$ cat src/rtl/assert_macros.svh
// assertion helpers used by the rtl top module
`ifndef ASSERT_MACROS_SVH
`define ASSERT_MACROS_SVH

// property must hold at every rising clock edge out of reset
`define EDAC_ASSERT(label, clk, rstn, prop, msg) \
  label: assert property (@(posedge clk) disable iff (!rstn) prop) else $error(msg);

// condition must never be seen out of reset
`define EDAC_NEVER(label, clk, rstn, cond, msg) \
  label: assert property (@(posedge clk) disable iff (!rstn) !(cond)) else $error(msg);

`endif

$ cat src/rtl/h74edac_pkg.sv
package h74edac_pkg;

  localparam int unsigned ADDR_W   = 8;
  localparam int unsigned BYTE_W   = 8;
  localparam int unsigned CW_W     = 7;
  localparam int unsigned ENTRY_W  = 2 * CW_W;
  localparam int unsigned LIMIT_W  = 9;
  localparam int unsigned APB_AW   = 3;
  localparam int unsigned APB_DW   = 32;

  localparam logic [LIMIT_W-1:0] BYTES_IN_USE_RST = 9'd256;

  typedef logic [1:0] action_t;
  localparam action_t ACT_WRITE = 2'd0;
  localparam action_t ACT_READ  = 2'd1;
  localparam action_t ACT_RAW   = 2'd2;

  // register select bit of paddr (word index)
  localparam logic REG_BYTES_IN_USE = 1'b0;

  typedef logic [CW_W-1:0]    cw_t;
  typedef logic [ENTRY_W-1:0] entry_t;

  // p2 p1 p0 d3 d2 d1 d0
  function automatic cw_t encode_nibble(input logic [3:0] d);
    cw_t c;
    c[6]   = ^(d & 4'h7);
    c[5]   = ^(d & 4'hB);
    c[4]   = ^(d & 4'hD);
    c[3:0] = d;
    return c;
  endfunction

  function automatic cw_t flip_for_syndrome(input logic [2:0] syn);
    cw_t f;
    case (syn)
      3'd0:    f = 7'h00;
      3'd1:    f = 7'h10;
      3'd2:    f = 7'h20;
      3'd3:    f = 7'h08;
      3'd4:    f = 7'h40;
      3'd5:    f = 7'h04;
      3'd6:    f = 7'h02;
      default: f = 7'h01;
    endcase
    return f;
  endfunction

  function automatic logic [3:0] decode_codeword(input cw_t c);
    logic [2:0] syn;
    cw_t        fixed;
    syn[2] = ^(c & 7'h47);
    syn[1] = ^(c & 7'h2B);
    syn[0] = ^(c & 7'h1D);
    fixed  = c ^ flip_for_syndrome(syn);
    return fixed[3:0];
  endfunction

  function automatic entry_t encode_byte(input logic [BYTE_W-1:0] b);
    return {encode_nibble(b[7:4]), encode_nibble(b[3:0])};
  endfunction

  function automatic logic [BYTE_W-1:0] decode_entry(input entry_t e);
    return {decode_codeword(e[13:7]), decode_codeword(e[6:0])};
  endfunction

endpackage

$ cat src/rtl/hamming74_edac_byte_memory_top.sv
// channel  | direction | payload                                         | handshake
// in_      | request   | action, address, write_data, raw_codewords,     | in_valid / in_stall
//          |           | last_byte                                       |
// out_     | result    | read_data, status, last                         | out_valid / out_stall
// apb      | config    | bytes_in_use at word 0                          | psel/penable/pready
//
// two stages: registered codeword memory read, then correct, scrub write and load of the
// output register. one request per cycle sustained while out_stall is low.
// a request that reads the entry written in the same cycle takes the forwarded codewords.
// synchronous active-low reset clears control and sets bytes_in_use to 256; memory content
// is undefined until written. out_stall holds the output register, then stage one, then in_stall.
`include "assert_macros.svh"

module hamming74_edac_byte_memory_top #(
  parameter int DEPTH = 256
) (
  input  logic                               clk,
  input  logic                               rst_n,

  input  logic                               in_valid,
  output logic                               in_stall,
  input  logic [1:0]                         in_action,
  input  logic [h74edac_pkg::ADDR_W-1:0]     in_address,
  input  logic [h74edac_pkg::BYTE_W-1:0]     in_write_data,
  input  logic [h74edac_pkg::ENTRY_W-1:0]    in_raw_codewords,
  input  logic                               in_last_byte,

  output logic                               out_valid,
  input  logic                               out_stall,
  output logic [h74edac_pkg::BYTE_W-1:0]     out_read_data,
  output logic                               out_status,
  output logic                               out_last,

  input  logic                               psel,
  input  logic                               penable,
  input  logic                               pwrite,
  input  logic [h74edac_pkg::APB_AW-1:0]     paddr,
  input  logic [h74edac_pkg::APB_DW-1:0]     pwdata,
  output logic [h74edac_pkg::APB_DW-1:0]     prdata,
  output logic                               pready
);

  localparam int AW = (DEPTH > 1) ? $clog2(DEPTH) : 1;
  localparam logic [16:0] DEPTH_LIM = 17'(DEPTH);

  logic [h74edac_pkg::LIMIT_W-1:0] bytes_in_use_r;

  logic [h74edac_pkg::ENTRY_W-1:0] mem [DEPTH];
  logic [h74edac_pkg::ENTRY_W-1:0] mem_rd_r;
  logic                            mem_we;
  logic [AW-1:0]                   mem_wa;
  logic [h74edac_pkg::ENTRY_W-1:0] mem_wd;

  logic                            s1_valid_r;
  h74edac_pkg::action_t            s1_action_r;
  logic [AW-1:0]                   s1_index_r;
  logic                            s1_ok_r;
  logic [h74edac_pkg::BYTE_W-1:0]  s1_wdata_r;
  logic [h74edac_pkg::ENTRY_W-1:0] s1_raw_r;
  logic                            s1_last_r;

  logic                            fwd_hit_r;
  logic [h74edac_pkg::ENTRY_W-1:0] fwd_data_r;

  logic                            out_valid_r;
  logic [h74edac_pkg::BYTE_W-1:0]  out_read_data_r;
  logic                            out_status_r;
  logic                            out_last_r;

  logic                            accept;
  logic                            advance;
  logic                            in_range;
  logic [AW-1:0]                   in_index;
  logic [h74edac_pkg::ENTRY_W-1:0] s1_cw;
  logic [h74edac_pkg::BYTE_W-1:0]  s1_rdata;
  logic                            cfg_we;

  // config port
  assign pready = 1'b1;
  assign cfg_we = psel && penable && pwrite && (paddr[2] == h74edac_pkg::REG_BYTES_IN_USE);

  always_comb begin
    prdata = '0;
    if (paddr[2] == h74edac_pkg::REG_BYTES_IN_USE) begin
      prdata = {{(h74edac_pkg::APB_DW - h74edac_pkg::LIMIT_W){1'b0}}, bytes_in_use_r};
    end
  end

  always_ff @(posedge clk) begin
    if (!rst_n) begin
      bytes_in_use_r <= h74edac_pkg::BYTES_IN_USE_RST;
    end else if (cfg_we) begin
      bytes_in_use_r <= pwdata[h74edac_pkg::LIMIT_W-1:0];
    end
  end

  // handshake
  assign advance  = s1_valid_r && (!out_valid_r || !out_stall);
  assign in_stall = s1_valid_r && !advance;
  assign accept   = in_valid && !in_stall;

  assign in_index = AW'(in_address);
  assign in_range = ({1'b0, in_address} < bytes_in_use_r) && (17'(in_address) < DEPTH_LIM);

  // stage two: correct and scrub
  assign s1_cw    = fwd_hit_r ? fwd_data_r : mem_rd_r;
  assign s1_rdata = (s1_ok_r && (s1_action_r == h74edac_pkg::ACT_READ)) ?
                    h74edac_pkg::decode_entry(s1_cw) : '0;

  always_comb begin
    mem_we = 1'b0;
    mem_wa = s1_index_r;
    mem_wd = s1_raw_r;
    if (advance && s1_ok_r) begin
      case (s1_action_r)
        h74edac_pkg::ACT_WRITE: begin
          mem_we = 1'b1;
          mem_wd = h74edac_pkg::encode_byte(s1_wdata_r);
        end
        h74edac_pkg::ACT_READ: begin
          mem_we = 1'b1;
          mem_wd = h74edac_pkg::encode_byte(s1_rdata);
        end
        h74edac_pkg::ACT_RAW: begin
          mem_we = 1'b1;
          mem_wd = s1_raw_r;
        end
        default: begin
          mem_we = 1'b0;
        end
      endcase
    end
  end

  // codeword memory
  always_ff @(posedge clk) begin
    if (mem_we) begin
      mem[mem_wa] <= mem_wd;
    end
    if (accept) begin
      mem_rd_r <= mem[in_index];
    end
  end

  // stage one
  always_ff @(posedge clk) begin
    if (!rst_n) begin
      s1_valid_r <= 1'b0;
      fwd_hit_r  <= 1'b0;
    end else if (accept) begin
      s1_valid_r <= 1'b1;
      fwd_hit_r  <= mem_we && (mem_wa == in_index);
    end else if (advance) begin
      s1_valid_r <= 1'b0;
      fwd_hit_r  <= 1'b0;
    end
  end

  always_ff @(posedge clk) begin
    if (accept) begin
      s1_action_r <= in_action;
      s1_index_r  <= in_index;
      s1_ok_r     <= in_range;
      s1_wdata_r  <= in_write_data;
      s1_raw_r    <= in_raw_codewords;
      s1_last_r   <= in_last_byte;
      fwd_data_r  <= mem_wd;
    end
  end

  // output register
  always_ff @(posedge clk) begin
    if (!rst_n) begin
      out_valid_r <= 1'b0;
    end else if (advance) begin
      out_valid_r <= 1'b1;
    end else if (!out_stall) begin
      out_valid_r <= 1'b0;
    end
  end

  always_ff @(posedge clk) begin
    if (advance) begin
      out_read_data_r <= s1_rdata;
      out_status_r    <= !s1_ok_r;
      out_last_r      <= s1_last_r;
    end
  end

  assign out_valid     = out_valid_r;
  assign out_read_data = out_read_data_r;
  assign out_status    = out_status_r;
  assign out_last      = out_last_r;

  `EDAC_NEVER(a_no_write_oor, clk, rst_n, mem_we && !s1_ok_r, "write to rejected address")
  `EDAC_ASSERT(a_adv_to_out, clk, rst_n, advance |=> out_valid_r, "result not registered")
  `EDAC_ASSERT(a_fwd_src, clk, rst_n, $past(accept) && fwd_hit_r |-> $past(mem_we), "forward without write")
  `EDAC_NEVER(a_oor_data, clk, rst_n, out_valid_r && out_status_r && (out_read_data_r != '0),
              "rejected request returned data")

endmodule
$ cat config.mk
export PLATFORM = sky130hd
export DESIGN_NAME = hamming74_edac_byte_memory_top
export DESIGN_NICKNAME = d
export VERILOG_FILES = /design/src/rtl/h74edac_pkg.sv /design/src/rtl/hamming74_edac_byte_memory_top.sv
export VERILOG_INCLUDE_DIRS = /design/src /design/src/rtl
export SDC_FILE = /design/constraint.sdc
export NUM_CORES = 2
export LEC_CHECK = 0
export BUFFER_PORTS_ARGS = -buffer_cell sky130_fd_sc_hd__buf_2
export CAP_MARGIN = 30
export CORE_MARGIN = 3
export CORE_UTILIZATION = 55
export DETAILED_ROUTE_END_ITERATION = 16
export HOLD_SLACK_MARGIN = 0.05
export PLACE_DENSITY_LB_ADDON = 0.1
export SLEW_MARGIN = 20
export SYNTH_ARGS = -nofsm -noshare
export SYNTH_HDL_FRONTEND = slang
export SYNTH_SLANG_ARGS = --single-unit
$ cat constraint.sdc
create_clock -name clk -period 40.3 [get_ports clk]
set_input_delay 6.045 -clock clk [delete_from_list [all_inputs] [get_ports clk]]
set_output_delay 6.045 -clock clk [all_outputs]
set_load 0.03 [all_outputs]
==> results.json <==
{
  "top_usage_layer": "met2",
  "place_ws_ns": 27.63,
  "r2r_start": "fwd_hit_r",
  "cts_setup_buffers": 0,
  "clk_pin_slew_ns": 0.06,
  "drive_above_1_share": 0.334,
  "crit_end": "in_stall",
  "grt_pass1_wl_mm": 469,
  "synthCells": 5782,
  "grt_max_degree": 258,
  "antenna_found_initial": 12,
  "netlist_top_cells_area": "edfxtp_1 (78%), mux4_2 (19%), nor2_1 (0.75%), clkbuf_1 (0.52%), buf_2 (0.32%)",
  "port_buffers": 70,
  "synthToLayoutAreaGrowth_pct": 13.3,
  "routed_via_density": 6.37,
  "setup_ws_ns": 27.63,
  "fp-row-count": 185,
  "startpoint_type": "input port",
  "critPathLaunch": "out_stall",
  "timing.hold.ws_ns": 0.434,
  "chipHeight_um": 513,
  "global_route.usage.total": 0.250,
  "setup_viol": 0,
  "reg2reg_to": "mem[224][11]",
  "cts_root_buf": "clkbuf_16",
  "grt_overflow_total": 0,
  "synthArstFlopShare": 0,
  "r2r_cells": 12,
  "cts_tree": "yes",
  "skew_ns": 0.0424,
  "yosysMostFrequentCell": "edfxtp_1",
  "grt_use_met3": 0.0438,
  "tightest_slew_ns": 1.03,
  "placed_area_sq_um": 148000,
  "grt_pass1_vias": 63900,
  "min_period_ns": 12.67,
  "clkPwrFrac": 0.414,
  "die_x_um": 513,
  "initialDrtViolationCount": 7638,
  "crit_path_end_kind": "output pin",
  "hpwl_mm": 191,
  "critPathMaxFanout": 3,
  "initial_utilization": 0.554,
  "netSwitchingFraction": 0.210,
  "synth_cell_types": 41,
  "final_nets": 6367,
  "synthTopCellsByCount": "edfxtp_1 (3656), mux4_2 (1176), nor2_1 (283)",
  "switching_power_mw": 1.68,
  "cts_sinks": 3668,
  "use_met2": 0.384,
  "avgSynthCellArea_sq_um": 24.4,
  "wl_per_cell_um": 32.7,
  "fmax_mhz": 78.9,
  "final_max_slew_viol_count": 0,
  "status": "complete, no violations",
  "comb_power_share": 0.055,
  "maxCapViolations": 0,
  "p_int_mw": 6.33,
  "worst_skew_pair.late_latency_ns": 0.96,
  "seq_area_frac_synth": 0.780,
  "die_area_sq_um": 263000,
  "fin_setup_tns_ns": 0,
  "final_area_sq_um": 160000,
  "final_hold_viol_count": 0,
  "required_ns": 34.26,
  "drc": 0,
  "p_per_area_nw_per_um2": 50.1,
  "cp_data_arrival_time_ns": 6.63,
  "fp.coreArea_sq_um": 255000,
  "synth_area_sq_um": 141000,
  "crit_type": "in -> out",
  "ys_warn_count": 0,
  "rsz0062_at_grt": "false",
  "synth_ff_type": "edfxtp_1",
  "cts_buffer_depth": 4,
  "min_path_type": "reg -> reg",
  "antenna_left": 0,
  "leakagePower_nw": 49.7,
  "cts_hold_buf": 0,
  "ir_drop_mv": 0.0460,
  "yosys.area.top_type": "edfxtp_1",
  "vias": 63400,
  "floorplan.io_pins": 120,
  "slew_headroom": 0.316,
  "met1_usage": 0.379,
  "ctsHtreeMaxLevel": 5,
  "ys_ff_latch": 3668,
  "wl_mm": 325,
  "firstDrtPassIters": 5,
  "r2r_setup_slack_ns": 35.36,
  "gp_congestion": 0.799,
  "fin_crit_sh": 0.314,
  "pwr-share-seq": 0.531,
  "cts_made_buffers": 381,
  "synth-edff-count": 3656,
  "yosys.area.top_type_share": 0.778,
  "cts.repair.resized": 0
}
[stage by stage]
stage | std cells | utilization | total power [mW]
3_3_place_gp | 9195 | 0.577 | 4.76
5_1_grt | 9941 | 0.628 | 8.25
3_5_place_dp | 9245 | 0.580 | 4.77
4_1_cts | 9917 | 0.626 | 8.07
2_1_floorplan | 5804 | - | 4.65
6_report | 9952 | 0.628 | 8.01
[worst min path at each step]
stage	end	cells after the start	startpoint	slack, ns
global placement	out_last	0	s1_last_r	0.43
global route	out_last	0	s1_last_r	0.44
CTS	out_last	0	s1_last_r	0.43
detailed placement	out_last	0	s1_last_r	0.41
finish	out_last	0	s1_last_r	0.43
floorplan	out_last	0	s1_last_r	0.40
[worst max-delay path: stages]
cell and delay [ns]:
buf_2 0.10, and3_1 0.25, buf_2 0.23
[area by class of cell]
type	count	area, sq um
diodes	12	30.0
clock buffers	463	9910
clock inverters	209	1770
fillers	17000	94700
inverters	13	48.8
multi-input cells	1777	29900
flip-flops and latches	3668	110000
well taps	3366	4210
repair buffers	444	4010
[placed cells by master, fill, tap and decap left out, drive strengths merged, types with 11 or more instances in the layout]
master / instances
conb: 24
o21ai: 12
buf: 444
dfxtp: 12
nor2b: 15
mux4: 1176
inv: 19
nand2: 63
a22oi: 28
nor2: 283
bufinv: 29
xnor2: 30
nand3: 32
diode: 12
a21oi: 13
clkinv: 167
edfxtp: 3656
nand4: 11
clkbuf: 463
mux2i: 18
xor2: 22
[logic make-up (layout without fill, tap and decap cells)]
group / Yosys count / count (layout) / synth area share
DFF: 3668 / 3668 / 0.780
muxes: 1197 / 1197 / 0.189
and+or+nand+nor: 419 / 419 / 0.0122
buffers and inverters: 359 / 1129 / 0.0113
other: 2 / 36 / 0.0000532
AOI/OAI and AO/OA: 78 / 78 / 0.00373
adders and majority gates: 7 / 7 / 0.000621
xor gates and xnor gates: 52 / 52 / 0.00323
[flip-flops by register name (all words and copies together), names as in the netlist]
register        cells
fwd_data_r         14
mem_wa              8
s1_valid_r          1
fwd_hit_r           1
out_read_data       8
s1_raw_r           14
s1_action_r         2
out_valid           1
s1_wdata_r          8
out_status          1
s1_ok_r             1
s1_last_r           1
out_last            1
mem_rd_r           14
bytes_in_use_r      9
mem              3584
[layer usage]
layer,part of all wire,wire (um),vias up
met5,0,0,-
met4,0.025,7990,0
met3,0.077,25000,437
met2,0.48,156000,2540
met1,0.42,136000,34600
li1,-,-,25900
[power by group through the flow]
| stage | Sequential [mW] | Clock (mW) | Combinational, mW |
|---|---|---|---|
| final | 4.25 | 3.32 | 0.443 |
| after global routing | 4.25 | 3.53 | 0.470 |
| after CTS | 4.25 | 3.38 | 0.441 |
| after detailed placement | 4.33 | 0 | 0.440 |
| after global placement | 4.33 | 0 | 0.427 |
| after floorplan | 4.38 | 0 | 0.270 |
Note: power is estimated with default switching activity, not from simulation.
